--- src/i2cm_pkg.sv ---
// shared types and constants for the i2c master byte engine
package i2cm_pkg;

  typedef struct packed {
    logic [2:0] operation;
    logic [7:0] data_byte;
    logic       sda_in;
    logic       scl_in;
  } in_item_t;

  typedef struct packed {
    logic       scl_drive_low;
    logic       sda_drive_low;
    logic       ready_res;
    logic       done_res;
    logic [7:0] rx_byte;
    logic [2:0] status;
  } out_item_t;

  typedef struct packed {
    logic [15:0] phase_ticks;
    logic        stretch_enable;
    logic [15:0] stretch_limit;
    logic [7:0]  recovery_pulses;
  } cfg_t;

  localparam logic [2:0] OP_NONE  = 3'd0;
  localparam logic [2:0] OP_START = 3'd1;
  localparam logic [2:0] OP_WADDR = 3'd2;
  localparam logic [2:0] OP_WDATA = 3'd3;
  localparam logic [2:0] OP_RACK  = 3'd4;
  localparam logic [2:0] OP_RNACK = 3'd5;
  localparam logic [2:0] OP_STOP  = 3'd6;
  localparam logic [2:0] OP_RSVD  = 3'd7;

  localparam logic [2:0] ST_OK       = 3'd0;
  localparam logic [2:0] ST_DNACK    = 3'd1;
  localparam logic [2:0] ST_ANACK    = 3'd2;
  localparam logic [2:0] ST_TIMEOUT  = 3'd3;
  localparam logic [2:0] ST_RECFAIL  = 3'd4;

  localparam logic [1:0] REG_PHASE   = 2'd0;
  localparam logic [1:0] REG_STR_EN  = 2'd1;
  localparam logic [1:0] REG_STR_LIM = 2'd2;
  localparam logic [1:0] REG_REC     = 2'd3;

  localparam int QDEPTH = 2;

endpackage

--- src/i2cm_queue.sv ---
// two-entry beat queue between front and back with skid behaviour
module i2cm_queue (
  input  logic               clk,
  input  logic               rst,
  input  logic               wr_valid,
  output logic               wr_stall,
  input  i2cm_pkg::in_item_t wr_data,
  output logic               rd_valid,
  input  logic               rd_take,
  output i2cm_pkg::in_item_t rd_data
);
  import i2cm_pkg::*;

  in_item_t   mem [QDEPTH];
  logic       wptr, rptr;
  logic [1:0] count;
  logic       push, pop;

  assign rd_valid = (count != 2'd0);
  assign wr_stall = (count == 2'd2);
  assign push     = wr_valid && !wr_stall;
  assign pop      = rd_valid && rd_take;
  assign rd_data  = mem[rptr];

  always_ff @(posedge clk) begin
    if (push) begin
      mem[wptr] <= wr_data;
    end
    if (rst) begin
      wptr  <= 1'b0;
      rptr  <= 1'b0;
      count <= 2'd0;
    end else begin
      if (push) wptr <= ~wptr;
      if (pop) rptr <= ~rptr;
      count <= count + {1'b0, push} - {1'b0, pop};
    end
  end
endmodule

--- src/i2cm_front.sv ---
// input side: takes beats and masks operation codes that mean nothing
module i2cm_front (
  input  logic               clk,
  input  logic               rst,
  input  logic               in_valid,
  output logic               in_stall,
  input  i2cm_pkg::in_item_t in_data,
  output logic               q_valid,
  input  logic               q_stall,
  output i2cm_pkg::in_item_t q_data
);
  import i2cm_pkg::*;

  in_item_t cls;

  always_comb begin
    cls = in_data;
    if (in_data.operation == OP_RSVD) cls.operation = OP_NONE;
  end

  // single register stage, refilled whenever the queue takes it
  logic     held;
  in_item_t hold_data;

  assign in_stall = held && q_stall;
  assign q_valid  = held;
  assign q_data   = hold_data;

  always_ff @(posedge clk) begin
    if (!in_stall && in_valid) hold_data <= cls;
    if (rst) begin
      held <= 1'b0;
    end else if (!in_stall) begin
      held <= in_valid;
    end
  end
endmodule

--- src/i2cm_back.sv ---
// bit timing sequencer: one beat per tick while the output is not stalled, one result beat per input beat
module i2cm_back (
  input  logic                clk,
  input  logic                rst,
  input  i2cm_pkg::cfg_t      cfg,
  input  logic                q_valid,
  output logic                q_take,
  input  i2cm_pkg::in_item_t  q_data,
  output logic                out_valid,
  input  logic                out_stall,
  output i2cm_pkg::out_item_t out_data
);
  import i2cm_pkg::*;

  localparam logic [4:0] PH_IDLE = 5'd0, PH_CHK1 = 5'd1, PH_CHK2 = 5'd2,
    PH_REC_TEST = 5'd3, PH_REC_LOW = 5'd4, PH_REC_HIGH = 5'd5, PH_START1 = 5'd6,
    PH_START2 = 5'd7, PH_WLOW = 5'd8, PH_WSTRETCH = 5'd9, PH_WHIGH = 5'd10,
    PH_WACKLOW = 5'd11, PH_WACKHIGH = 5'd12, PH_RLOW = 5'd13, PH_RSTRETCH = 5'd14,
    PH_RHIGH = 5'd15, PH_RACKLOW = 5'd16, PH_RACKHIGH = 5'd17, PH_STOP1 = 5'd18,
    PH_STOP2 = 5'd19, PH_STOP3 = 5'd20;

  logic [4:0]  phase_state, phase_state_next;
  logic [15:0] phase_counter, phase_counter_next;
  logic [3:0]  bit_index, bit_index_next;
  logic [7:0]  shift_byte, shift_byte_next;
  logic [15:0] stretch_counter, stretch_counter_next;
  logic [7:0]  recovery_counter, recovery_counter_next;
  logic [2:0]  last_status, last_status_next;
  logic        auto_stop, auto_stop_next;
  logic        scl_drv, scl_drv_next, sda_drv, sda_drv_next;
  logic [7:0]  rx_reg, rx_reg_next;
  logic [2:0]  cmd, cmd_next;
  logic        done_next;

  logic        ov;
  out_item_t   obuf;
  logic        step;

  logic [15:0] ticks;
  logic [3:0]  bi_inc;
  logic [2:0]  op;
  logic        sda, scl;

  // result register advances when empty or being taken
  assign step     = q_valid && (!ov || !out_stall);
  assign q_take   = step;
  assign out_valid = ov;
  assign out_data  = obuf;

  assign ticks  = (cfg.phase_ticks == 16'd0) ? 16'd1 : cfg.phase_ticks;
  assign op     = q_data.operation;
  assign sda    = q_data.sda_in;
  assign scl    = q_data.scl_in;
  assign bi_inc = bit_index + 4'd1;

  always_comb begin
    phase_state_next      = phase_state;
    phase_counter_next    = phase_counter;
    bit_index_next        = bit_index;
    shift_byte_next       = shift_byte;
    stretch_counter_next  = stretch_counter;
    recovery_counter_next = recovery_counter;
    last_status_next      = last_status;
    auto_stop_next        = auto_stop;
    scl_drv_next          = scl_drv;
    sda_drv_next          = sda_drv;
    rx_reg_next           = rx_reg;
    cmd_next              = cmd;
    done_next             = 1'b0;

    if (phase_state == PH_IDLE) begin
      unique case (op)
        OP_START: begin
          cmd_next = op;
          phase_state_next = PH_CHK1; phase_counter_next = ticks;
        end
        OP_WADDR, OP_WDATA: begin
          cmd_next = op; shift_byte_next = q_data.data_byte; bit_index_next = 4'd0;
          scl_drv_next = 1'b1; sda_drv_next = ~q_data.data_byte[7];
          phase_state_next = PH_WLOW; phase_counter_next = ticks;
        end
        OP_RACK, OP_RNACK: begin
          cmd_next = op; shift_byte_next = 8'd0; bit_index_next = 4'd0;
          scl_drv_next = 1'b1; sda_drv_next = 1'b0;
          phase_state_next = PH_RLOW; phase_counter_next = ticks;
        end
        OP_STOP: begin
          cmd_next = op; auto_stop_next = 1'b0; sda_drv_next = 1'b1;
          phase_state_next = PH_STOP1; phase_counter_next = ticks;
        end
        default: ;
      endcase
    end else if (phase_state == PH_REC_TEST) begin
      if (recovery_counter == 8'd0) begin
        phase_state_next = PH_IDLE; phase_counter_next = 16'd0;
        last_status_next = ST_RECFAIL; done_next = 1'b1;
      end else if (sda) begin
        sda_drv_next = 1'b1; phase_state_next = PH_START1; phase_counter_next = ticks;
      end else begin
        recovery_counter_next = recovery_counter - 8'd1;
        scl_drv_next = 1'b1; phase_state_next = PH_REC_LOW; phase_counter_next = ticks;
      end
    end else if (phase_state == PH_WSTRETCH || phase_state == PH_RSTRETCH) begin
      if (scl) begin
        phase_state_next = (phase_state == PH_WSTRETCH) ? PH_WHIGH : PH_RHIGH;
        phase_counter_next = ticks;
      end else begin
        stretch_counter_next = stretch_counter - 16'd1;
        if (stretch_counter == 16'd1) begin
          last_status_next = ST_TIMEOUT; auto_stop_next = 1'b1; sda_drv_next = 1'b1;
          phase_state_next = PH_STOP1; phase_counter_next = ticks;
        end
      end
    end else begin
      phase_counter_next = phase_counter - 16'd1;
      if (phase_counter == 16'd1) begin
        unique case (phase_state)
          PH_CHK1: begin
            scl_drv_next = 1'b0; sda_drv_next = 1'b0;
            phase_state_next = PH_CHK2; phase_counter_next = ticks;
          end
          PH_CHK2: begin
            if (sda) begin
              sda_drv_next = 1'b1; phase_state_next = PH_START1;
              phase_counter_next = ticks;
            end else begin
              recovery_counter_next = cfg.recovery_pulses;
              phase_state_next = PH_REC_TEST;
            end
          end
          PH_REC_LOW: begin
            scl_drv_next = 1'b0; phase_state_next = PH_REC_HIGH;
            phase_counter_next = ticks;
          end
          PH_REC_HIGH: phase_state_next = PH_REC_TEST;
          PH_START1: begin
            scl_drv_next = 1'b1; phase_state_next = PH_START2; phase_counter_next = ticks;
          end
          PH_START2: begin
            phase_state_next = PH_IDLE; last_status_next = ST_OK; done_next = 1'b1;
          end
          PH_WLOW, PH_RLOW: begin
            scl_drv_next = 1'b0;
            if (bit_index == 4'd0 && cfg.stretch_enable) begin
              phase_state_next = (phase_state == PH_WLOW) ? PH_WSTRETCH : PH_RSTRETCH;
              stretch_counter_next = (cfg.stretch_limit == 16'd0) ? 16'd1
                                                                   : cfg.stretch_limit;
            end else begin
              phase_state_next = (phase_state == PH_WLOW) ? PH_WHIGH : PH_RHIGH;
              phase_counter_next = ticks;
            end
          end
          PH_WHIGH: begin
            bit_index_next = bi_inc;
            scl_drv_next = 1'b1;
            phase_counter_next = ticks;
            if (bi_inc < 4'd8) begin
              sda_drv_next = ~shift_byte[3'd7 - bi_inc[2:0]];
              phase_state_next = PH_WLOW;
            end else begin
              sda_drv_next = 1'b0; phase_state_next = PH_WACKLOW;
            end
          end
          PH_WACKLOW: begin
            scl_drv_next = 1'b0; phase_state_next = PH_WACKHIGH; phase_counter_next = ticks;
          end
          PH_WACKHIGH: begin
            scl_drv_next = 1'b1;
            if (!sda) begin
              phase_state_next = PH_IDLE; last_status_next = ST_OK; done_next = 1'b1;
            end else begin
              last_status_next = (cmd == OP_WADDR) ? ST_ANACK : ST_DNACK;
              auto_stop_next = 1'b1; sda_drv_next = 1'b1;
              phase_state_next = PH_STOP1; phase_counter_next = ticks;
            end
          end
          PH_RHIGH: begin
            if (sda) shift_byte_next = shift_byte | (8'h80 >> bit_index[2:0]);
            scl_drv_next = 1'b1;
            bit_index_next = bi_inc;
            phase_counter_next = ticks;
            if (bi_inc < 4'd8) begin
              sda_drv_next = 1'b0; phase_state_next = PH_RLOW;
            end else begin
              sda_drv_next = (cmd == OP_RACK); phase_state_next = PH_RACKLOW;
            end
          end
          PH_RACKLOW: begin
            scl_drv_next = 1'b0; phase_state_next = PH_RACKHIGH; phase_counter_next = ticks;
          end
          PH_RACKHIGH: begin
            scl_drv_next = 1'b1; sda_drv_next = 1'b0; rx_reg_next = shift_byte;
            phase_state_next = PH_IDLE; last_status_next = ST_OK; done_next = 1'b1;
          end
          PH_STOP1: begin
            scl_drv_next = 1'b0; phase_state_next = PH_STOP2; phase_counter_next = ticks;
          end
          PH_STOP2: begin
            sda_drv_next = 1'b0; phase_state_next = PH_STOP3; phase_counter_next = ticks;
          end
          PH_STOP3: begin
            phase_state_next = PH_IDLE; done_next = 1'b1;
            last_status_next = auto_stop ? last_status : ST_OK;
            auto_stop_next = 1'b0;
          end
          default: begin
            phase_state_next = PH_IDLE; phase_counter_next = 16'd0;
          end
        endcase
      end
    end
  end

  always_ff @(posedge clk) begin
    if (step) begin
      obuf.scl_drive_low <= scl_drv_next;
      obuf.sda_drive_low <= sda_drv_next;
      obuf.ready_res     <= (phase_state_next == PH_IDLE);
      obuf.done_res      <= done_next;
      obuf.rx_byte       <= rx_reg_next;
      obuf.status        <= last_status_next;
    end
    if (rst) begin
      ov <= 1'b0;
      phase_state <= PH_IDLE; phase_counter <= 16'd0; bit_index <= 4'd0;
      shift_byte <= 8'd0; stretch_counter <= 16'd0; recovery_counter <= 8'd0;
      last_status <= ST_OK; auto_stop <= 1'b0; scl_drv <= 1'b0; sda_drv <= 1'b0;
      rx_reg <= 8'd0; cmd <= OP_NONE;
    end else begin
      if (step) ov <= 1'b1;
      else if (!out_stall) ov <= 1'b0;
      if (step) begin
        phase_state <= phase_state_next; phase_counter <= phase_counter_next;
        bit_index <= bit_index_next; shift_byte <= shift_byte_next;
        stretch_counter <= stretch_counter_next;
        recovery_counter <= recovery_counter_next;
        last_status <= last_status_next; auto_stop <= auto_stop_next;
        scl_drv <= scl_drv_next; sda_drv <= sda_drv_next;
        rx_reg <= rx_reg_next; cmd <= cmd_next;
      end
    end
  end
endmodule

--- src/i2c_master_byte_engine.sv ---
// top level of the i2c master byte engine: config registers, front, queue, back
//
//  channel | direction | beat                 | handshake
//  in      | input     | in_item_t (tick)     | in_valid / in_stall
//  out     | output    | out_item_t (result)  | out_valid / out_stall
//  apb     | input     | 32 bit register data | psel / penable / pready
//
// one input beat per cycle unless out stalls, one result beat per input beat; each beat
// passes the front register, the queue and the result register.
// the bit sequencer updates its whole state on each step, which sets the rate.
// rst is synchronous and active high; control and config registers return to their reset values.
// a stall on out holds the sequencer; the queue and front register absorb beats.
module i2c_master_byte_engine (
  input  logic                clk,
  input  logic                rst,
  input  logic                in_valid,
  output logic                in_stall,
  input  i2cm_pkg::in_item_t  in_data,
  output logic                out_valid,
  input  logic                out_stall,
  output i2cm_pkg::out_item_t out_data,
  input  logic                psel,
  input  logic                penable,
  input  logic                pwrite,
  input  logic [3:0]          paddr,
  input  logic [31:0]         pwdata,
  output logic [31:0]         prdata,
  output logic                pready
);
  import i2cm_pkg::*;

  cfg_t     cfg;
  logic     fq_valid, fq_stall, qb_valid, qb_take;
  in_item_t fq_data, qb_data;
  logic [1:0] ridx;

  assign pready = 1'b1;
  assign ridx   = paddr[3:2];

  always_ff @(posedge clk) begin
    if (rst) begin
      cfg.phase_ticks     <= 16'd60;
      cfg.stretch_enable  <= 1'b0;
      cfg.stretch_limit   <= 16'd1000;
      cfg.recovery_pulses <= 8'd100;
    end else if (psel && penable && pwrite) begin
      unique case (ridx)
        REG_PHASE:   cfg.phase_ticks     <= pwdata[15:0];
        REG_STR_EN:  cfg.stretch_enable  <= pwdata[0];
        REG_STR_LIM: cfg.stretch_limit   <= pwdata[15:0];
        REG_REC:     cfg.recovery_pulses <= pwdata[7:0];
        default: ;
      endcase
    end
  end

  always_comb begin
    unique case (ridx)
      REG_PHASE:   prdata = {16'd0, cfg.phase_ticks};
      REG_STR_EN:  prdata = {31'd0, cfg.stretch_enable};
      REG_STR_LIM: prdata = {16'd0, cfg.stretch_limit};
      REG_REC:     prdata = {24'd0, cfg.recovery_pulses};
      default:     prdata = 32'd0;
    endcase
  end

  i2cm_front u_front (
    .clk, .rst, .in_valid, .in_stall, .in_data,
    .q_valid(fq_valid), .q_stall(fq_stall), .q_data(fq_data)
  );

  i2cm_queue u_queue (
    .clk, .rst, .wr_valid(fq_valid), .wr_stall(fq_stall), .wr_data(fq_data),
    .rd_valid(qb_valid), .rd_take(qb_take), .rd_data(qb_data)
  );

  i2cm_back u_back (
    .clk, .rst, .cfg, .q_valid(qb_valid), .q_take(qb_take), .q_data(qb_data),
    .out_valid, .out_stall, .out_data
  );
endmodule

--- config.mk ---
export PLATFORM = sky130hd
export DESIGN_NAME = i2c_master_byte_engine
export DESIGN_NICKNAME = d
export VERILOG_FILES = /design/src/i2cm_pkg.sv /design/src/i2cm_queue.sv /design/src/i2cm_front.sv /design/src/i2cm_back.sv /design/src/i2c_master_byte_engine.sv
export SDC_FILE = /design/constraint.sdc
export NUM_CORES = 1
export LEC_CHECK = 0
export BUFFER_PORTS_ARGS = -buffer_cell sky130_fd_sc_hd__buf_2
export CORE_ASPECT_RATIO = 2
export CORE_MARGIN = 3
export CORE_UTILIZATION = 40
export CTS_BUF_LIST = sky130_fd_sc_hd__clkbuf_2 sky130_fd_sc_hd__clkbuf_4 sky130_fd_sc_hd__clkbuf_8
export DETAILED_ROUTE_END_ITERATION = 12
export PLACE_DENSITY = 0.56
export SLEW_MARGIN = 10
export SYNTH_ARGS = -nofsm -noshare
export SYNTH_HDL_FRONTEND = slang
export SYNTH_SLANG_ARGS = --single-unit
export TNS_END_PERCENT = 1
--- constraint.sdc ---
create_clock -name clk -period 3.35 [get_ports clk]
set_clock_uncertainty 0.15 [all_clocks]
set_input_delay 0.335 -clock clk [delete_from_list [all_inputs] [get_ports clk]]
set_output_delay 0.335 -clock clk [all_outputs]
set_load 0.1 [all_outputs]
==> impl.org <==
** Finish
- Biggest registers after layout :: cfg (41), u_queue.mem (26)
- Largest Register :: cfg
- Signed area change from the synthesized netlist to the final layout :: 15.6%
- Non-Filler Cell Area, Final :: between 10000 and 15000 um2
- NumNets Final :: 1281
- Flip-flop count of the largest register, all copies and words added :: slightly above 40
- Fill count :: around 2.3k
- Share of layout cells above drive strength 1 :: 0.173

** Critical path
- Launching point of the worst reg2reg path :: u_back.bit_index[0]$_SDFFE_PP0P_
- Worst EP required :: around 3.6 ns
- R2r worst-path depth :: 9
- The worst setup path is captured at a register.
- In this run the critical register-to-register path is captured at u_back.phase_counter[0]$_SDFFE_PP0P_.
- STA puts the critical path data arrival time at 3.31 ns.
- Of all nets on the critical path, the largest fanout is 13.
- Across all register-to-register paths, the minimum setup slack is between 0.2 and 0.25 ns.
- Type of the setup path with the least slack :: reg -> reg
- Category of the worst setup path launch point :: register

** Min path
- The worst hold path terminates at u_front.q_data[12]$_SDFFCE_PN0P_.
- The worst hold path belongs to the class in -> reg.
- Number of cells on the worst hold path :: 2
- Origin of the worst min-delay path :: in_data[12]

** Run status
- Outcome :: finished clean

** STA
- Smallest setup slack after layout :: between 0.2 and 0.25 ns
- In the finished design, the share of the clock period the worst path needs comes to 0.926.
- Setup repair after global routing left no endpoint under its margin.
- The count of pins over their slew limit came to 0.
- Setup violators final :: 0
- Worst Tran Pin Value :: about 1.1 ns
- The number of failing hold endpoints at the final stage came to 0.
- Adding up every negative setup slack in the final design gives 0 ns.
- Counting I/O delays and the setup requirement, the final critical path takes about 3.1 ns.
- Slew HR :: 0.288
- Derived from the worst setup path, the maximum achievable clock frequency is approximately 0.32 GHz.

** Placed design
- At the end of routability-driven placement, the weighted congestion stood at 0.942.
- Once detailed placement completed, the half-perimeter wirelength came to 22.6 mm.
- Total placed instance area :: approximately 10000 um2
- Number of buffer cells added on primary ports :: 70
- Prior to clock tree synthesis, the placed netlist has a worst setup slack of 0.257 ns.

** Pwr
- Dividing total power by cell area gives a power density of ~820 nW/um2.
- The worst-case IR drop observed on VDD is 478 uV.
- Summed over all cells, the static leakage comes to around 4.2 nW.

** Clock tree
- Clock latency on the worst-skew pair :: approximately 0.5 ns
- TritonCTS built the clock tree.
- After clock tree synthesis, the clock-pin slew on the worst setup and hold paths is ~0.10 ns.
- Counting every sink on the clock net gives ~180.
- Counting the buffers created by CTS gives 17.
- Depth of the CTS H-tree :: 4
- The cell sitting at the root of the clock tree is a clkbuf_8.
- The clock passes through at most 2 buffers.

** GRT
- Total GRT Usage :: 0.239
- Global-route wire length before repair :: roughly 46 mm
- Largest net degree at the start of global routing :: a little under 90
- The number of antenna violations at the first check in global routing was 1.
- After global routing the overflow that remains totals 0.
- The number of global-route vias before repair came to between 8k and 9k.

** Synthesis
- Ys flop type :: dfxtp_1
- Number of flops mapped to enable cells by yosys :: between 50 and 60
- Combinational family with the most area after synthesis :: simple AND/OR/NAND/NOR gates
- Synthesis inferred 176 register bits.
- The synthesized netlist occupies a cell area of 9450 um2.
- Of the synthesized area, sequential elements account for 0.430.
- Simple-gate share of the synthesized area :: 0.229
- Fraction of the mapped netlist area in compound gates :: 0.188
- Counting flops with an async set or reset pin after synthesis yields a share of 0.
- Yosys printed 0 warnings.
- Of the total synthesized cell area, the portion taken by full adders, half adders and majority gates is 0.0172.
- The share of synthesized area in the top cell type comes to 0.258.
- Post-Synthesis Mean Instance Area :: around 8.5 um2
- The largest total area in the synthesized netlist belongs to dfxtp_1.
- Synth area leaders :: dfxtp_1 (26%), edfxtp_1 (17%), nand2_1 (6.7%), a21oi_1 (5.6%), nor2_1 (4.2%)
- Of the total synthesized cell area, the portion taken by XOR and XNOR cells is 0.0158.
- Count of distinct cell types in the synthesized netlist :: 80
- Synthesis handed over a netlist of about 1.1k instances.
- Mux contribution to synthesized area :: 0.0624

** Floorplanning
- Pin placement for this block handled about 110 I/O pins.
- Core Box Area :: between 20000 and 25000 um2
- In this run the horizontal extent of the chip is about 110 um.
- Area of the die :: about 26000 um2
- Total number of placement rows :: 79
- Die H :: 223 um
- For this configuration, the core starts out at a cell density of 0.407.

** Routing
- Via density per instance :: 5.66
- The routed layout has 8545 vias.
- Wires add up to around 30 mm.
- Starting DRT DRC Count :: between 400 and 500
- In the routed design, unresolved DRC markers number 0.
- Post-detailed-route wirelength per cell :: about 20 um
- The detail route stage leaves a number of antenna-violating nets equal to 0.
- The first detailed-routing pass took 5 iterations.

** Run
- Max-cap violations in this run came to 0.
==> worst max-delay path by stage <==
| stage | startpoint | cells past startpoint | slack (ns) | to |
|---|---|---|---|---|
| 3_5_place_dp | u_back.phase_state[0]$_SDFFE_PP0P_ | 9 | 0.26 | u_back.phase_counter[0]$_SDFFE_PP0P_ |
| 2_1_floorplan | u_back.out_valid$_SDFFE_PP0P_ | 11 | 0.27 | u_queue.count[1]$_SDFF_PP0_ |
| 3_3_place_gp | u_back.phase_state[0]$_SDFFE_PP0P_ | 9 | 0.16 | u_back.phase_counter[2]$_SDFFE_PP0P_ |
| 6_report | u_back.bit_index[0]$_SDFFE_PP0P_ | 9 | 0.25 | u_back.phase_counter[0]$_SDFFE_PP0P_ |
| 4_1_cts | u_back.phase_state[0]$_SDFFE_PP0P_ | 9 | 0.21 | u_back.phase_counter[0]$_SDFFE_PP0P_ |
| 5_1_grt | u_back.phase_state[4]$_SDFFE_PP0P_ | 8 | 0.006 | u_back.phase_counter[11]$_SDFFE_PP0P_ |
==> cell usage in the layout (no fill, tap or decap), types with 10 or more instances in the layout <==
| master | Yosys | routed |
|---|---|---|
| nand2b_1 | 13 | 13 |
| mux2i_1 | 24 | 24 |
| clkbuf_8 | 0 | 17 |
| a211oi_1 | 16 | 15 |
| ha_1 | 13 | 13 |
| inv_1 | 29 | 29 |
| nor2_1 | 106 | 106 |
| mux2_2 | 25 | 25 |
| o21ai_0 | 58 | 56 |
| conb_1 | 2 | 17 |
| nor3_1 | 47 | 47 |
| dlygate4sd3_1 | 0 | 33 |
| edfxtp_1 | 54 | 54 |
| nand2_1 | 168 | 168 |
| a31oi_1 | 10 | 10 |
| a21oi_1 | 105 | 105 |
| xnor2_1 | 11 | 11 |
| nand3_1 | 35 | 35 |
| buf_4 | 20 | 47 |
| nor4_1 | 14 | 14 |
| buf_2 | 21 | 69 |
| dfxtp_1 | 122 | 120 |
==> power breakdown <==
group | total [mW] | switching [mW] | internal [mW]
Clock | 1.47 | 0.911 | 0.562
Sequential | 2.89 | 0.330 | 2.56
Combinational | 4.61 | 3.14 | 1.47
Total | 8.98 | 4.38 | 4.59
==> synth_stat cells, types with 14 or more instances <==
cell,instances
mux2i_1,24
a21oi_1,105
nor2_1,106
inv_1,29
mux2_2,25
o21ai_0,58
a211oi_1,16
nand2_1,168
dfxtp_1,122
edfxtp_1,54
buf_4,20
clkbuf_1,46
nand3_1,35
buf_2,21
nor3_1,47
nor4_1,14
==> layer usage <==
| layer | track usage | share of wire |
|---|---|---|
| met1 | 0.232 | 0.35 |
| met2 | 0.455 | 0.57 |
| met3 | 0.0315 | 0.026 |
| met4 | 0.155 | 0.059 |
| met5 | 0 | 0 |
==> worst max-delay path, cell delays in order, from the launching register on <==
cell	delay, ns
dfxtp_1	0.44
inv_1	0.13
ha_1	0.24
and4bb_2	0.31
nand3_1	0.13
a21bo_2	0.25
a211oi_2	0.70
inv_1	0.25
a22oi_1	0.24
a211oi_1	0.09
==> area by class of cell <==
type | count | area [um2] | area share
Clock inverter | 14 | 148 | 0.0135
Tap cell | 283 | 354 | 0.0324
Sequential cell | 176 | 4070 | 0.372
Antenna cell | 1 | 2.50 | 0.000229
Timing Repair Buffer | 152 | 1090 | 0.0996
Inverter | 30 | 113 | 0.0103
Multi-Input combinational cell | 835 | 4910 | 0.450
Clock buffer | 18 | 241 | 0.0221
==> kinds of logic after synthesis <==
family          after synthesis
mux                          52
xor+xnor                     17
flops                       176
fa+ha+maj                    13
compound gates              284
buf+inv                     117
simple gates                452
other cells                   2
==> timing repair <==
item	in CTS	in global routing
hold endpoints to repair	59	0
hold buffers	33	0
setup endpoints to repair	0	1
resized for setup	0	1
setup buffers	0	0
==> through the flow <==
stage	hold slack (ns)	total power, mW	utilization	instances
CTS	0.0400	9.01	0.470	1508
global placement	0.273	7.50	0.439	1443
finish	0.0680	8.98	0.470	1509
detailed placement	0.285	7.50	0.439	1443
floorplan	0.271	6.19	-	1128
global route	0.0436	9.53	0.470	1509
(Power assumes the default switching activity.)
